File: src/hdl/oadc_pkg.sv
// Package for the drive-mode controller: request, motor command and mode codes,
// word, state and configuration structs, and register reset values.
// No dependencies.
`default_nettype none

package oadc_pkg;

    localparam int unsigned REG_IDX_W  = 2;
    localparam int unsigned CFG_DATA_W = 16;

    localparam logic [7:0]  CRUISE_SPEED_RST = 8'd128;
    localparam logic [15:0] REVERSE_MS_RST   = 16'd500;
    localparam logic [15:0] PIVOT_MS_RST     = 16'd1000;

    typedef enum logic [REG_IDX_W-1:0] {
        REG_CRUISE_SPEED = 2'd0,
        REG_REVERSE_MS   = 2'd1,
        REG_PIVOT_MS     = 2'd2
    } reg_idx_t;

    typedef enum logic [3:0] {
        REQ_TICK   = 4'd0,
        REQ_START  = 4'd1,
        REQ_STOP   = 4'd2,
        REQ_ESTOP  = 4'd3,
        REQ_RESET  = 4'd4,
        REQ_FWD    = 4'd5,
        REQ_BACK   = 4'd6,
        REQ_TURN   = 4'd7,
        REQ_PIVOT  = 4'd8
    } req_t;

    typedef enum logic [2:0] {
        CMD_NONE     = 3'd0,
        CMD_STOP     = 3'd1,
        CMD_FORWARD  = 3'd2,
        CMD_BACKWARD = 3'd3,
        CMD_PIVOT    = 3'd4,
        CMD_TURN     = 3'd5,
        CMD_BRAKE    = 3'd6
    } cmd_t;

    typedef enum logic [1:0] {
        MODE_IDLE     = 2'd0,
        MODE_DRIVING  = 2'd1,
        MODE_AVOIDING = 2'd2,
        MODE_STOPPED  = 2'd3
    } mode_t;

    typedef struct packed {
        logic [3:0]          req_type;
        logic [31:0]         now_ms;
        logic                obstacle_seen;
        logic [7:0]          manual_speed;
        logic signed [15:0]  turn_degrees;
        logic                pivot_clockwise;
    } in_word_t;

    typedef struct packed {
        logic [2:0]          motor_cmd;
        logic [7:0]          motor_speed;
        logic                motor_clockwise;
        logic signed [15:0]  motor_degrees;
        logic                accepted;
        logic [1:0]          mode_now;
        logic                moving;
    } out_word_t;

    typedef struct packed {
        mode_t       mode;
        logic [31:0] mode_start_ms;
        logic        turn_dir;
    } ctrl_state_t;

    typedef struct packed {
        logic [7:0]  cruise_speed;
        logic [15:0] reverse_time_ms;
        logic [15:0] pivot_time_ms;
    } cfg_t;

endpackage : oadc_pkg

`default_nettype wire

File: src/hdl/oadc_in_stage.sv
// Input register stage: captures one request word and holds it until the
// step logic moves it on. Depends on oadc_pkg.
`default_nettype none

module oadc_in_stage (
    input  wire logic              aclk,
    input  wire logic              aresetn,
    input  wire logic              in_valid,
    output logic                   in_ready,
    input  wire oadc_pkg::in_word_t in_word,
    input  wire logic              take,
    output logic                   word_valid,
    output oadc_pkg::in_word_t     word
);

    logic               valid_reg, valid_next;
    oadc_pkg::in_word_t word_reg;

    assign in_ready   = !valid_reg || take;
    assign valid_next = in_ready ? in_valid : valid_reg;

    always_ff @(posedge aclk) begin
        if (!aresetn) begin
            valid_reg <= 1'b0;
        end else begin
            valid_reg <= valid_next;
        end
    end

    always_ff @(posedge aclk) begin
        if (in_ready && in_valid) begin
            word_reg <= in_word;
        end
    end

    assign word_valid = valid_reg;
    assign word       = word_reg;

endmodule : oadc_in_stage

`default_nettype wire

File: src/hdl/oadc_step.sv
// Combinational step of the drive-mode controller: result word and next
// state from one request word, the current state and the registers.
// Depends on oadc_pkg.
`default_nettype none

module oadc_step (
    input  wire oadc_pkg::in_word_t    word,
    input  wire oadc_pkg::ctrl_state_t st,
    input  wire oadc_pkg::cfg_t        cfg,
    output oadc_pkg::out_word_t        res,
    output oadc_pkg::ctrl_state_t      st_next
);

    logic [31:0]        elapsed;
    logic [16:0]        bound;
    logic               in_reverse;
    logic               in_pivot;
    oadc_pkg::cmd_t     cmd;
    logic [7:0]         spd;
    logic               cw;
    logic signed [15:0] deg;
    logic               acc;
    oadc_pkg::mode_t    mode_new;
    logic               mode_chg;
    logic               tog;

    // wrapping subtraction; phase bound kept at 17 bits
    assign elapsed    = word.now_ms - st.mode_start_ms;
    assign bound      = {1'b0, cfg.reverse_time_ms} + {1'b0, cfg.pivot_time_ms};
    assign in_reverse = elapsed < {16'd0, cfg.reverse_time_ms};
    assign in_pivot   = elapsed < {15'd0, bound};

    always_comb begin
        cmd      = oadc_pkg::CMD_NONE;
        spd      = 8'd0;
        cw       = 1'b0;
        deg      = 16'sd0;
        acc      = 1'b0;
        mode_new = st.mode;
        mode_chg = 1'b0;
        tog      = 1'b0;
        case (word.req_type)
            oadc_pkg::REQ_TICK: begin
                if (st.mode == oadc_pkg::MODE_DRIVING) begin
                    if (word.obstacle_seen) begin
                        cmd      = oadc_pkg::CMD_STOP;
                        mode_new = oadc_pkg::MODE_AVOIDING;
                        mode_chg = 1'b1;
                        tog      = 1'b1;
                    end else begin
                        cmd = oadc_pkg::CMD_FORWARD;
                        spd = cfg.cruise_speed;
                    end
                end else if (st.mode == oadc_pkg::MODE_AVOIDING) begin
                    if (in_reverse) begin
                        cmd = oadc_pkg::CMD_BACKWARD;
                        spd = {1'b0, cfg.cruise_speed[7:1]};
                    end else if (in_pivot) begin
                        cmd = oadc_pkg::CMD_PIVOT;
                        spd = cfg.cruise_speed;
                        cw  = st.turn_dir;
                    end else begin
                        cmd      = oadc_pkg::CMD_FORWARD;
                        spd      = cfg.cruise_speed;
                        mode_new = oadc_pkg::MODE_DRIVING;
                        mode_chg = 1'b1;
                    end
                end
            end
            oadc_pkg::REQ_START: begin
                if (st.mode == oadc_pkg::MODE_IDLE) begin
                    cmd      = oadc_pkg::CMD_FORWARD;
                    spd      = cfg.cruise_speed;
                    mode_new = oadc_pkg::MODE_DRIVING;
                    mode_chg = 1'b1;
                end
            end
            oadc_pkg::REQ_STOP: begin
                if (st.mode != oadc_pkg::MODE_STOPPED) begin
                    cmd      = oadc_pkg::CMD_STOP;
                    mode_new = oadc_pkg::MODE_IDLE;
                    mode_chg = 1'b1;
                end
            end
            oadc_pkg::REQ_ESTOP: begin
                if (st.mode != oadc_pkg::MODE_STOPPED) begin
                    cmd      = oadc_pkg::CMD_BRAKE;
                    mode_new = oadc_pkg::MODE_STOPPED;
                    mode_chg = 1'b1;
                end
            end
            oadc_pkg::REQ_RESET: begin
                if (st.mode == oadc_pkg::MODE_STOPPED) begin
                    mode_new = oadc_pkg::MODE_IDLE;
                    mode_chg = 1'b1;
                end
            end
            oadc_pkg::REQ_FWD, oadc_pkg::REQ_BACK,
            oadc_pkg::REQ_TURN, oadc_pkg::REQ_PIVOT: begin
                // manual commands only run from idle
                if (st.mode == oadc_pkg::MODE_IDLE) begin
                    acc = 1'b1;
                    spd = word.manual_speed;
                    case (word.req_type)
                        oadc_pkg::REQ_FWD:  cmd = oadc_pkg::CMD_FORWARD;
                        oadc_pkg::REQ_BACK: cmd = oadc_pkg::CMD_BACKWARD;
                        oadc_pkg::REQ_TURN: begin
                            cmd = oadc_pkg::CMD_TURN;
                            deg = word.turn_degrees;
                        end
                        default: begin
                            cmd = oadc_pkg::CMD_PIVOT;
                            cw  = word.pivot_clockwise;
                        end
                    endcase
                end
            end
            default: begin
            end
        endcase
    end

    always_comb begin
        st_next.mode          = mode_new;
        st_next.mode_start_ms = mode_chg ? word.now_ms : st.mode_start_ms;
        st_next.turn_dir      = st.turn_dir ^ tog;
    end

    always_comb begin
        res.motor_cmd       = cmd;
        res.motor_speed     = spd;
        res.motor_clockwise = cw;
        res.motor_degrees   = deg;
        res.accepted        = acc;
        res.mode_now        = mode_new;
        res.moving          = (mode_new == oadc_pkg::MODE_DRIVING) ||
                              (mode_new == oadc_pkg::MODE_AVOIDING);
    end

endmodule : oadc_step

`default_nettype wire

File: src/hdl/obstacle_avoid_drive_controller_core.sv
// Drive-mode controller, top level: input stage, step logic, state, registers.
// Path: the request word is registered in the input stage, the result word in the result register.
// Throughput: one word per cycle while m_ready takes the results, single pass from input to result register.
// Reset (aresetn, synchronous): mode idle, start time 0, turn direction 0,
// registers to their defaults, both stages empty.
// Depends on oadc_pkg, oadc_in_stage and oadc_step.
`default_nettype none

module obstacle_avoid_drive_controller_core (
    input  wire logic                                 aclk,
    input  wire logic                                 aresetn,
    input  wire logic                                 cfg_wr_en,
    input  wire logic [oadc_pkg::REG_IDX_W-1:0]       cfg_index,
    input  wire logic [oadc_pkg::CFG_DATA_W-1:0]      cfg_wdata,
    input  wire logic                                 s_valid,
    output logic                                      s_ready,
    input  wire logic [3:0]                           s_req_type,
    input  wire logic [31:0]                          s_now_ms,
    input  wire logic                                 s_obstacle_seen,
    input  wire logic [7:0]                           s_manual_speed,
    input  wire logic signed [15:0]                   s_turn_degrees,
    input  wire logic                                 s_pivot_clockwise,
    output logic                                      m_valid,
    input  wire logic                                 m_ready,
    output logic [2:0]                                m_motor_cmd,
    output logic [7:0]                                m_motor_speed,
    output logic                                      m_motor_clockwise,
    output logic signed [15:0]                        m_motor_degrees,
    output logic                                      m_accepted,
    output logic [1:0]                                m_mode_now,
    output logic                                      m_moving
);

    oadc_pkg::in_word_t    s_word;
    oadc_pkg::in_word_t    word;
    logic                  word_valid;
    logic                  advance;
    oadc_pkg::ctrl_state_t st_reg, st_next;
    oadc_pkg::cfg_t        cfg_reg;
    oadc_pkg::out_word_t   res;
    oadc_pkg::out_word_t   out_reg;
    logic                  out_valid_reg, out_valid_next;

    always_comb begin
        s_word.req_type        = s_req_type;
        s_word.now_ms          = s_now_ms;
        s_word.obstacle_seen   = s_obstacle_seen;
        s_word.manual_speed    = s_manual_speed;
        s_word.turn_degrees    = s_turn_degrees;
        s_word.pivot_clockwise = s_pivot_clockwise;
    end

    // word leaves the input stage whenever the result register is free
    assign advance = word_valid && (!out_valid_reg || m_ready);

    oadc_in_stage u_in_stage (
        .aclk       (aclk),
        .aresetn    (aresetn),
        .in_valid   (s_valid),
        .in_ready   (s_ready),
        .in_word    (s_word),
        .take       (advance),
        .word_valid (word_valid),
        .word       (word)
    );

    oadc_step u_step (
        .word    (word),
        .st      (st_reg),
        .cfg     (cfg_reg),
        .res     (res),
        .st_next (st_next)
    );

    always_ff @(posedge aclk) begin
        if (!aresetn) begin
            cfg_reg.cruise_speed    <= oadc_pkg::CRUISE_SPEED_RST;
            cfg_reg.reverse_time_ms <= oadc_pkg::REVERSE_MS_RST;
            cfg_reg.pivot_time_ms   <= oadc_pkg::PIVOT_MS_RST;
        end else if (cfg_wr_en) begin
            case (cfg_index)
                oadc_pkg::REG_CRUISE_SPEED: cfg_reg.cruise_speed    <= cfg_wdata[7:0];
                oadc_pkg::REG_REVERSE_MS:   cfg_reg.reverse_time_ms <= cfg_wdata;
                oadc_pkg::REG_PIVOT_MS:     cfg_reg.pivot_time_ms   <= cfg_wdata;
                default: begin
                end
            endcase
        end
    end

    always_ff @(posedge aclk) begin
        if (!aresetn) begin
            st_reg.mode          <= oadc_pkg::MODE_IDLE;
            st_reg.mode_start_ms <= 32'd0;
            st_reg.turn_dir      <= 1'b0;
        end else if (advance) begin
            st_reg <= st_next;
        end
    end

    assign out_valid_next = advance || (out_valid_reg && !m_ready);

    always_ff @(posedge aclk) begin
        if (!aresetn) begin
            out_valid_reg <= 1'b0;
        end else begin
            out_valid_reg <= out_valid_next;
        end
    end

    always_ff @(posedge aclk) begin
        if (advance) begin
            out_reg <= res;
        end
    end

    assign m_valid           = out_valid_reg;
    assign m_motor_cmd       = out_reg.motor_cmd;
    assign m_motor_speed     = out_reg.motor_speed;
    assign m_motor_clockwise = out_reg.motor_clockwise;
    assign m_motor_degrees   = out_reg.motor_degrees;
    assign m_accepted        = out_reg.accepted;
    assign m_mode_now        = out_reg.mode_now;
    assign m_moving          = out_reg.moving;

`ifndef SYNTHESIS
    a_state_holds: assert property (@(posedge aclk) disable iff (!aresetn)
        !advance |=> $stable(st_reg))
        else $error("controller state changed without a word moving on");

    a_manual_from_idle: assert property (@(posedge aclk) disable iff (!aresetn)
        m_valid && m_accepted |-> m_mode_now == oadc_pkg::MODE_IDLE)
        else $error("manual command accepted outside idle");

    a_brake_stops: assert property (@(posedge aclk) disable iff (!aresetn)
        m_valid && m_motor_cmd == oadc_pkg::CMD_BRAKE
            |-> m_mode_now == oadc_pkg::MODE_STOPPED)
        else $error("brake issued without entering stopped");

    a_mode_matches: assert property (@(posedge aclk) disable iff (!aresetn)
        advance |=> m_mode_now == st_reg.mode)
        else $error("reported mode differs from controller state");
`endif

endmodule : obstacle_avoid_drive_controller_core

`default_nettype wire

File: config.mk
export PLATFORM = sky130hd
export DESIGN_NAME = obstacle_avoid_drive_controller_core
export DESIGN_NICKNAME = d
export VERILOG_FILES = /design/src/hdl/oadc_pkg.sv /design/src/hdl/oadc_in_stage.sv /design/src/hdl/oadc_step.sv /design/src/hdl/obstacle_avoid_drive_controller_core.sv
export SDC_FILE = /design/constraint.sdc
export NUM_CORES = 1
export LEC_CHECK = 0
export BUFFER_PORTS_ARGS = -buffer_cell sky130_fd_sc_hd__buf_2
export CORE_MARGIN = 10
export CORE_UTILIZATION = 30
export CTS_CLUSTER_SIZE = 20
export DETAILED_ROUTE_END_ITERATION = 12
export GPL_TIMING_DRIVEN = 0
export HOLD_SLACK_MARGIN = 0.03
export PLACE_DENSITY = 0.58
export SETUP_SLACK_MARGIN = 0.15
export SLEW_MARGIN = 15
export SYNTH_ARGS = -nofsm -noshare
export SYNTH_HDL_FRONTEND = slang
export SYNTH_SLANG_ARGS = --single-unit
File: constraint.sdc
create_clock -name aclk -period 6.4 [get_ports aclk]
set_input_delay 0.32 -clock aclk [delete_from_list [all_inputs] [get_ports aclk]]
set_output_delay 0.32 -clock aclk [all_outputs]
set_load 0.005 [all_outputs]
==> Yosys cells after proc, flatten, opt, wreduce, memory -nomap -nowiden <==
Cells that the tools add are included.
{ "totals": {"register_bits": 171, "in_bits": 85, "output_inout_bits": 34, "elab_cells": 109} }
{ "classes": {"addsub": 2, "n_lt_le_gt_ge": 2, "n_eq_ne": 16, "n_mux": 46, "n_bitwise": 1, "n_reduce_logical": 21} }
{ "ops": {"columns": ["op", "count"], "rows": [
  ["2-to-1 mux 8 bit", 6],
  ["< comparator 32 x 16 -> 1 bit", 1],
  ["< comparator 32 x 17 -> 1 bit", 1],
  ["subtractor 32 bit", 1],
  ["case mux 8 bit (3 select lines)", 1],
  ["2-to-1 mux 2 bit", 11],
  ["2-to-1 mux 3 bit", 6],
  ["adder 16 x 16 -> 17 bit", 1],
  ["2-to-1 mux 1 bit", 17],
  ["equality test 4 x 3 -> 1 bit, second input constant", 4],
  ["case mux 3 bit (5 select lines)", 1],
  ["case mux 2 bit (5 select lines)", 1],
  ["case mux 3 bit (3 select lines)", 1],
  ["equality test 2 bit, second input constant", 4],
  ["equality test 4 x 2 -> 1 bit, second input constant", 2],
  ["AND reduction 2 bit", 4],
  ["equality test 2 x 1 -> 1 bit, second input constant", 3],
  ["equality test 4 x 1 -> 1 bit, second input constant", 1],
  ["equality test 4 bit, second input constant", 1],
  ["logical NOT 2 bit", 2],
  ["logical NOT 4 bit", 1],
  ["logical OR 1 bit", 4],
  ["case mux 1 bit (4 select lines)", 1],
  ["OR reduction 4 bit", 1],
  ["8 further kinds", 12]
]} }

==> Longest topological paths before layout <==
{ "depth": {"ltp_word": 9, "mapped_depth": 23, "ltp_nobuf": 21} }

==> Modules after synthesis <==
From an unflattened synthesis, not the netlist that was laid out.
{ "unflattened": {"cells_unflattened": 1107, "hier_area_um2": 10701.5} }
{ "by_module_without_submodules": {"columns": ["module", "instances", "cells_each", "area_per_inst_um2", "seq_area_each_um2"], "rows": [
  ["oadc_step", 1, 701, 4938.5, 0.0],
  ["obstacle_avoid_drive_controller_core", 1, 339, 3843.7, 2482.4],
  ["oadc_in_stage", 1, 67, 1919.3, 1881.8]
]} }

==> Worst setup path after synthesis <==
No wires, ideal clock.
{ "synth_timing": {"path_kind": "reg2reg", "startpoint": "register st_reg[2] (netlist name)", "endpoint": "register st_reg[10] (netlist name)", "setup_ps": 116, "arrival_time_ps": 4023, "setup_slack_ps": 2261, "stages_incl_launch_ff": 23, "n_path_buf": 2, "cell_sequence": "dfxtp_1 inv_1 ha_1 nor2b_1 o2111ai_1 a21oi_2 o21ba_2 o21ai_0 nand2b_1 a21oi_1 xnor2_1 ha_1 a41oi_1 a31oi_1 o211ai_1 maj3_2 o21a_1 nor3_2 o31a_1 buf_6 buf_8 mux2i_1 nor2b_1"} }
{ "synth_between": {"elab_chain_len": 8} }
{ "synth_rtl": {"columns": ["element", "line", "rtl"], "rows": [
  ["start, declared", "obstacle_avoid_drive_controller_core.sv:38", "oadc_pkg::ctrl_state_t st_reg, st_next;"],
  ["start signal, assigned", "obstacle_avoid_drive_controller_core.sv:97", "st_reg <= st_next;"],
  ["subtractor 32 bit (*)", "oadc_step.sv:28", "assign elapsed = word.now_ms - st.mode_start_ms;"],
  ["< comparator 32 x 17 -> 1 bit", "oadc_step.sv:31", "assign in_pivot = elapsed < {15'd0, bound};"],
  ["2-to-1 mux 1 bit", "oadc_step.sv:58", "end else if (in_pivot) begin"],
  ["2-to-1 mux 1 bit (*)", "oadc_step.sv:55", "if (in_reverse) begin"],
  ["2-to-1 mux 1 bit (*)", "oadc_step.sv:54", "end else if (st.mode == oadc_pkg::MODE_AVOIDING) begin"],
  ["2-to-1 mux 1 bit (*)", "oadc_step.sv:44", "if (st.mode == oadc_pkg::MODE_DRIVING) begin"],
  ["case mux 1 bit (4 select lines) (*)", "oadc_step.sv:42", "case (word.req_type)"],
  ["AND reduction 2 bit (no line) (*)", null, null]
]} }
Every way passes the cells marked *; elsewhere a longest branch is shown, timed or not.
A chain may end at the register's enable or synchronous reset.

==> Final worst setup path <==
{ "layout_timing": {"startpoint": "register st_reg[2] (netlist name)", "endpoint": "register st_reg[28] (netlist name)"} }
The elaborated chain is that of the path after synthesis.

==> key figures <==
Run status
  – Outcome: completed

Clocking
  – CTS tree: yes
  – Clock sink count: about 170
  – Clk_lat worst skew: 0.45 ns
  – Post_cts resized: 0
  – Hold Buf Count CTS: 10
  – H-Tree Depth: 4
  – Clk root buf: clkbuf_16
  – Post-CTS setup buffers: 0
  – Num CTS Buffers: 17
  – CTS Buffer Depth: 2
  – Clock-pin slew on the worst setup and hold paths: 0.08 ns

Route
  – Via count: 8105
  – Met3 Wirelength: 1360 um
  – M1 WL: 13000 um
  – Routed wl met2: 11900 um
  – Initial drt markers: 500
  – DR WL/cell: around 16 um
  – Routed wire length: 26400 um
  – Uppermost layer routed: met4
  – Drt first pass iters: 5
  – Post-route DRC: 0
  – Via density: 4.86
  – DRT antenna net count: 0

Timing
  – FMAX: 199 MHz
  – Pins Over Slew Limit: 0
  – Post-route setup TNS: 0 ns
  – Unrepaired setup endpoints after global routing: no
  – Worst Max-Slew Pin Slew: 1.01 ns
  – Final Hold Viols: 0
  – Finish-stage setup viols: 0
  – Tmin final: between 5 and 6 ns
  – Slew headroom: 0.320
  – Clk_skew: 0.0142 ns
  – Period Utilization, post-route: 0.787

Final layout
  – Fin area: around 12000 um^2
  – Final nets: 1368
  – P&R area growth vs syn: 19.0%
  – Max FFs per register: 62
  – Number of filler cells placed in the layout: ~3.4k
  – Share of layout cells above drive strength 1: 0.150
  – # diodes: 0

Critical path
  – Crit-path cells: inv_1 > ha_1 > nor2b_1 > o2111ai_1 > a21oi_2 > o21ba_2 > o21ai_0 > nand2b_1 > a21oi_1 > xnor2_1 > ha_1 > a41oi_1 > a31oi_1 > o211ai_1 > maj3_2 > o21a_1 > nor3_2 > o31a_1 > buf_6 > buf_12 > mux2i_1 > nor2b_1
  – Reg-to-reg slack, setup: 1.36 ns
  – Worst Path Arrival: 5.37 ns
  – Startpoint type of the worst setup path: register
  – CP endpoint kind: register
  – Crit path kind: register to register
  – Worst path slowest cell: o21ai_0
  – Worst EP required: approximately 6.7 ns
  – Crit path max fanout: 10
  – CP peak stage delay: 0.43 ns

Yosys
  – Cells after Synth: about 1.1k
  – Most numerous cell in the Yosys netlist: nand2_1
  – Ys Warns: 0
  – Syn avg cell area: 9.65 um^2
  – Share of the synthesized area in the top cell type: 0.277
  – Number of flops mapped to enable cells by yosys: 94
  – Ys flop type: edfxtp_1
  – Synth unique cells: 83
  – Async SR Flop Fraction: 0
  – Sequential-to-total area share from yosys stat: 0.428
  – Post-synth top cells: 113 x nand2_1, 94 x edfxtp_1, 77 x dfxtp_1
  – Post-synth top area cell: edfxtp_1
  – Yosys reg bits: around 170
  – Post-Syn Area: 10200 um^2
  – Synth area leaders: edfxtp_1 28%, dfxtp_1 15%, ha_1 9.0%
  – Mapped Nets: 1217

Placement
  – Cell Area, Placed: 11400 um^2
  – Buffers added on ports: 117
  – GPL Wtd Cong: 0.867
  – Detail Placement HPWL: a little over 20000 um

Floorplanning
  – Core area: 33500 um^2
  – I/O pin total: roughly 120
  – Die Area: 41800 um^2
  – Die W: 204 um
  – Row Count: 67
  – Starting Density: 0.304
  – Die H: 204 um

Power and ir drop
  – Maximum VDD drop: 0.000194 V
  – PD cells: 226 nW/um^2
  – Static Leak: 4.60 nW

Global route
  – First-pass GRT wire length: 42400 um
  – Vias in the first global route: 8010
  – GR Overflow Total: 0
  – Total Routing Usage GR: 0.126
  – Initial antenna violation count: 0
  – Pin count of the biggest net entering global routing: 47

Hold path
  – Hold Crit Class: input port to register

Flow run
  – Max-cap viol count: 0
critical path: cells and delay by family (launching register included):
family	cells	cell delay, ns
adder cells (fa/ha/maj)	3	0.98
flip-flops	1	0.38
AO/OA/AOI/OAI	10	2.22
AND/OR/NAND/NOR	4	0.55
XOR/XNOR	1	0.15
buffers and inverters	3	0.41
multiplexers	1	0.20
kinds of logic after synthesis:
| group | count (synthesis) | share of synthesized area |
|---|---|---|
| flip-flops | 171 | 0.428 |
| multiplexers | 43 | 0.0423 |
| AO/OA/AOI/OAI | 257 | 0.171 |
| buffers and inverters | 107 | 0.0453 |
| adder cells (fa/ha/maj) | 76 | 0.0946 |
| XOR/XNOR | 33 | 0.0297 |
| AND/OR/NAND/NOR | 370 | 0.189 |
through the flow:
step	instances	power (mW)	utilization	hold slack, ns	setup WS (ns)
floorplan	1057	1.56	-	0.419	2.26
global placement	1622	1.69	0.338	0.466	1.42
detailed placement	1624	1.70	0.340	0.470	1.38
CTS	1666	2.78	0.361	0.0304	1.33
global route	1669	2.88	0.362	0.0301	0.909
finish	1669	2.75	0.362	0.0504	1.36
cell usage in the layout (no fill, tap or decap), types with 15 or more instances in the layout:
cell       count
ha_1          73
buf_2        122
nand3_1       41
xnor2_1       18
o21ai_0       42
a21oi_1       66
dfxtp_1       77
a21boi_0      20
nand2_1      113
o211ai_1      15
inv_1         65
nor2_1        41
edfxtp_1      94
and2_1        26
nor2b_1       49
o21a_1        16
clkbuf_1      29
clkbuf_16     17
mux2i_1       42
layer usage:
metal / vias to the layer above / track usage
met1: 3764 / 0.172
met4: 0 / 0.0272
met5: - / 0
met3: 14 / 0.0312
met2: 185 / 0.196
li1: 4142 / -
final cells by class:
| type | instances | area (um^2) | area share |
|---|---|---|---|
| multi-input combinational | 779 | 5380 | 0.444 |
| buffer | 41 | 214 | 0.0176 |
| clock inverter | 15 | 169 | 0.0139 |
| timing repair buffer | 132 | 771 | 0.0635 |
| sequential | 171 | 4360 | 0.360 |
| tap | 448 | 561 | 0.0462 |
| clock buffer | 17 | 425 | 0.0351 |
| inverter | 66 | 248 | 0.0204 |
power by group:
part           total (mW)  internal (mW)  switching (mW)
clock                1.07          0.559           0.508
sequential           1.23           1.21          0.0235
combinational       0.449          0.190           0.259
path summary, 6_finish.rpt:
kind,depth (start not counted),to,start
setup / recovery,22,st_reg[28],st_reg[2]
hold / removal,1,u_in_stage.word[21],s_manual_speed[4]
setup reg to reg,22,st_reg[28],st_reg[2]
hold reg to reg,2,cfg_reg[12],cfg_reg[12]
Note: power is estimated with default switching activity, not from simulation.
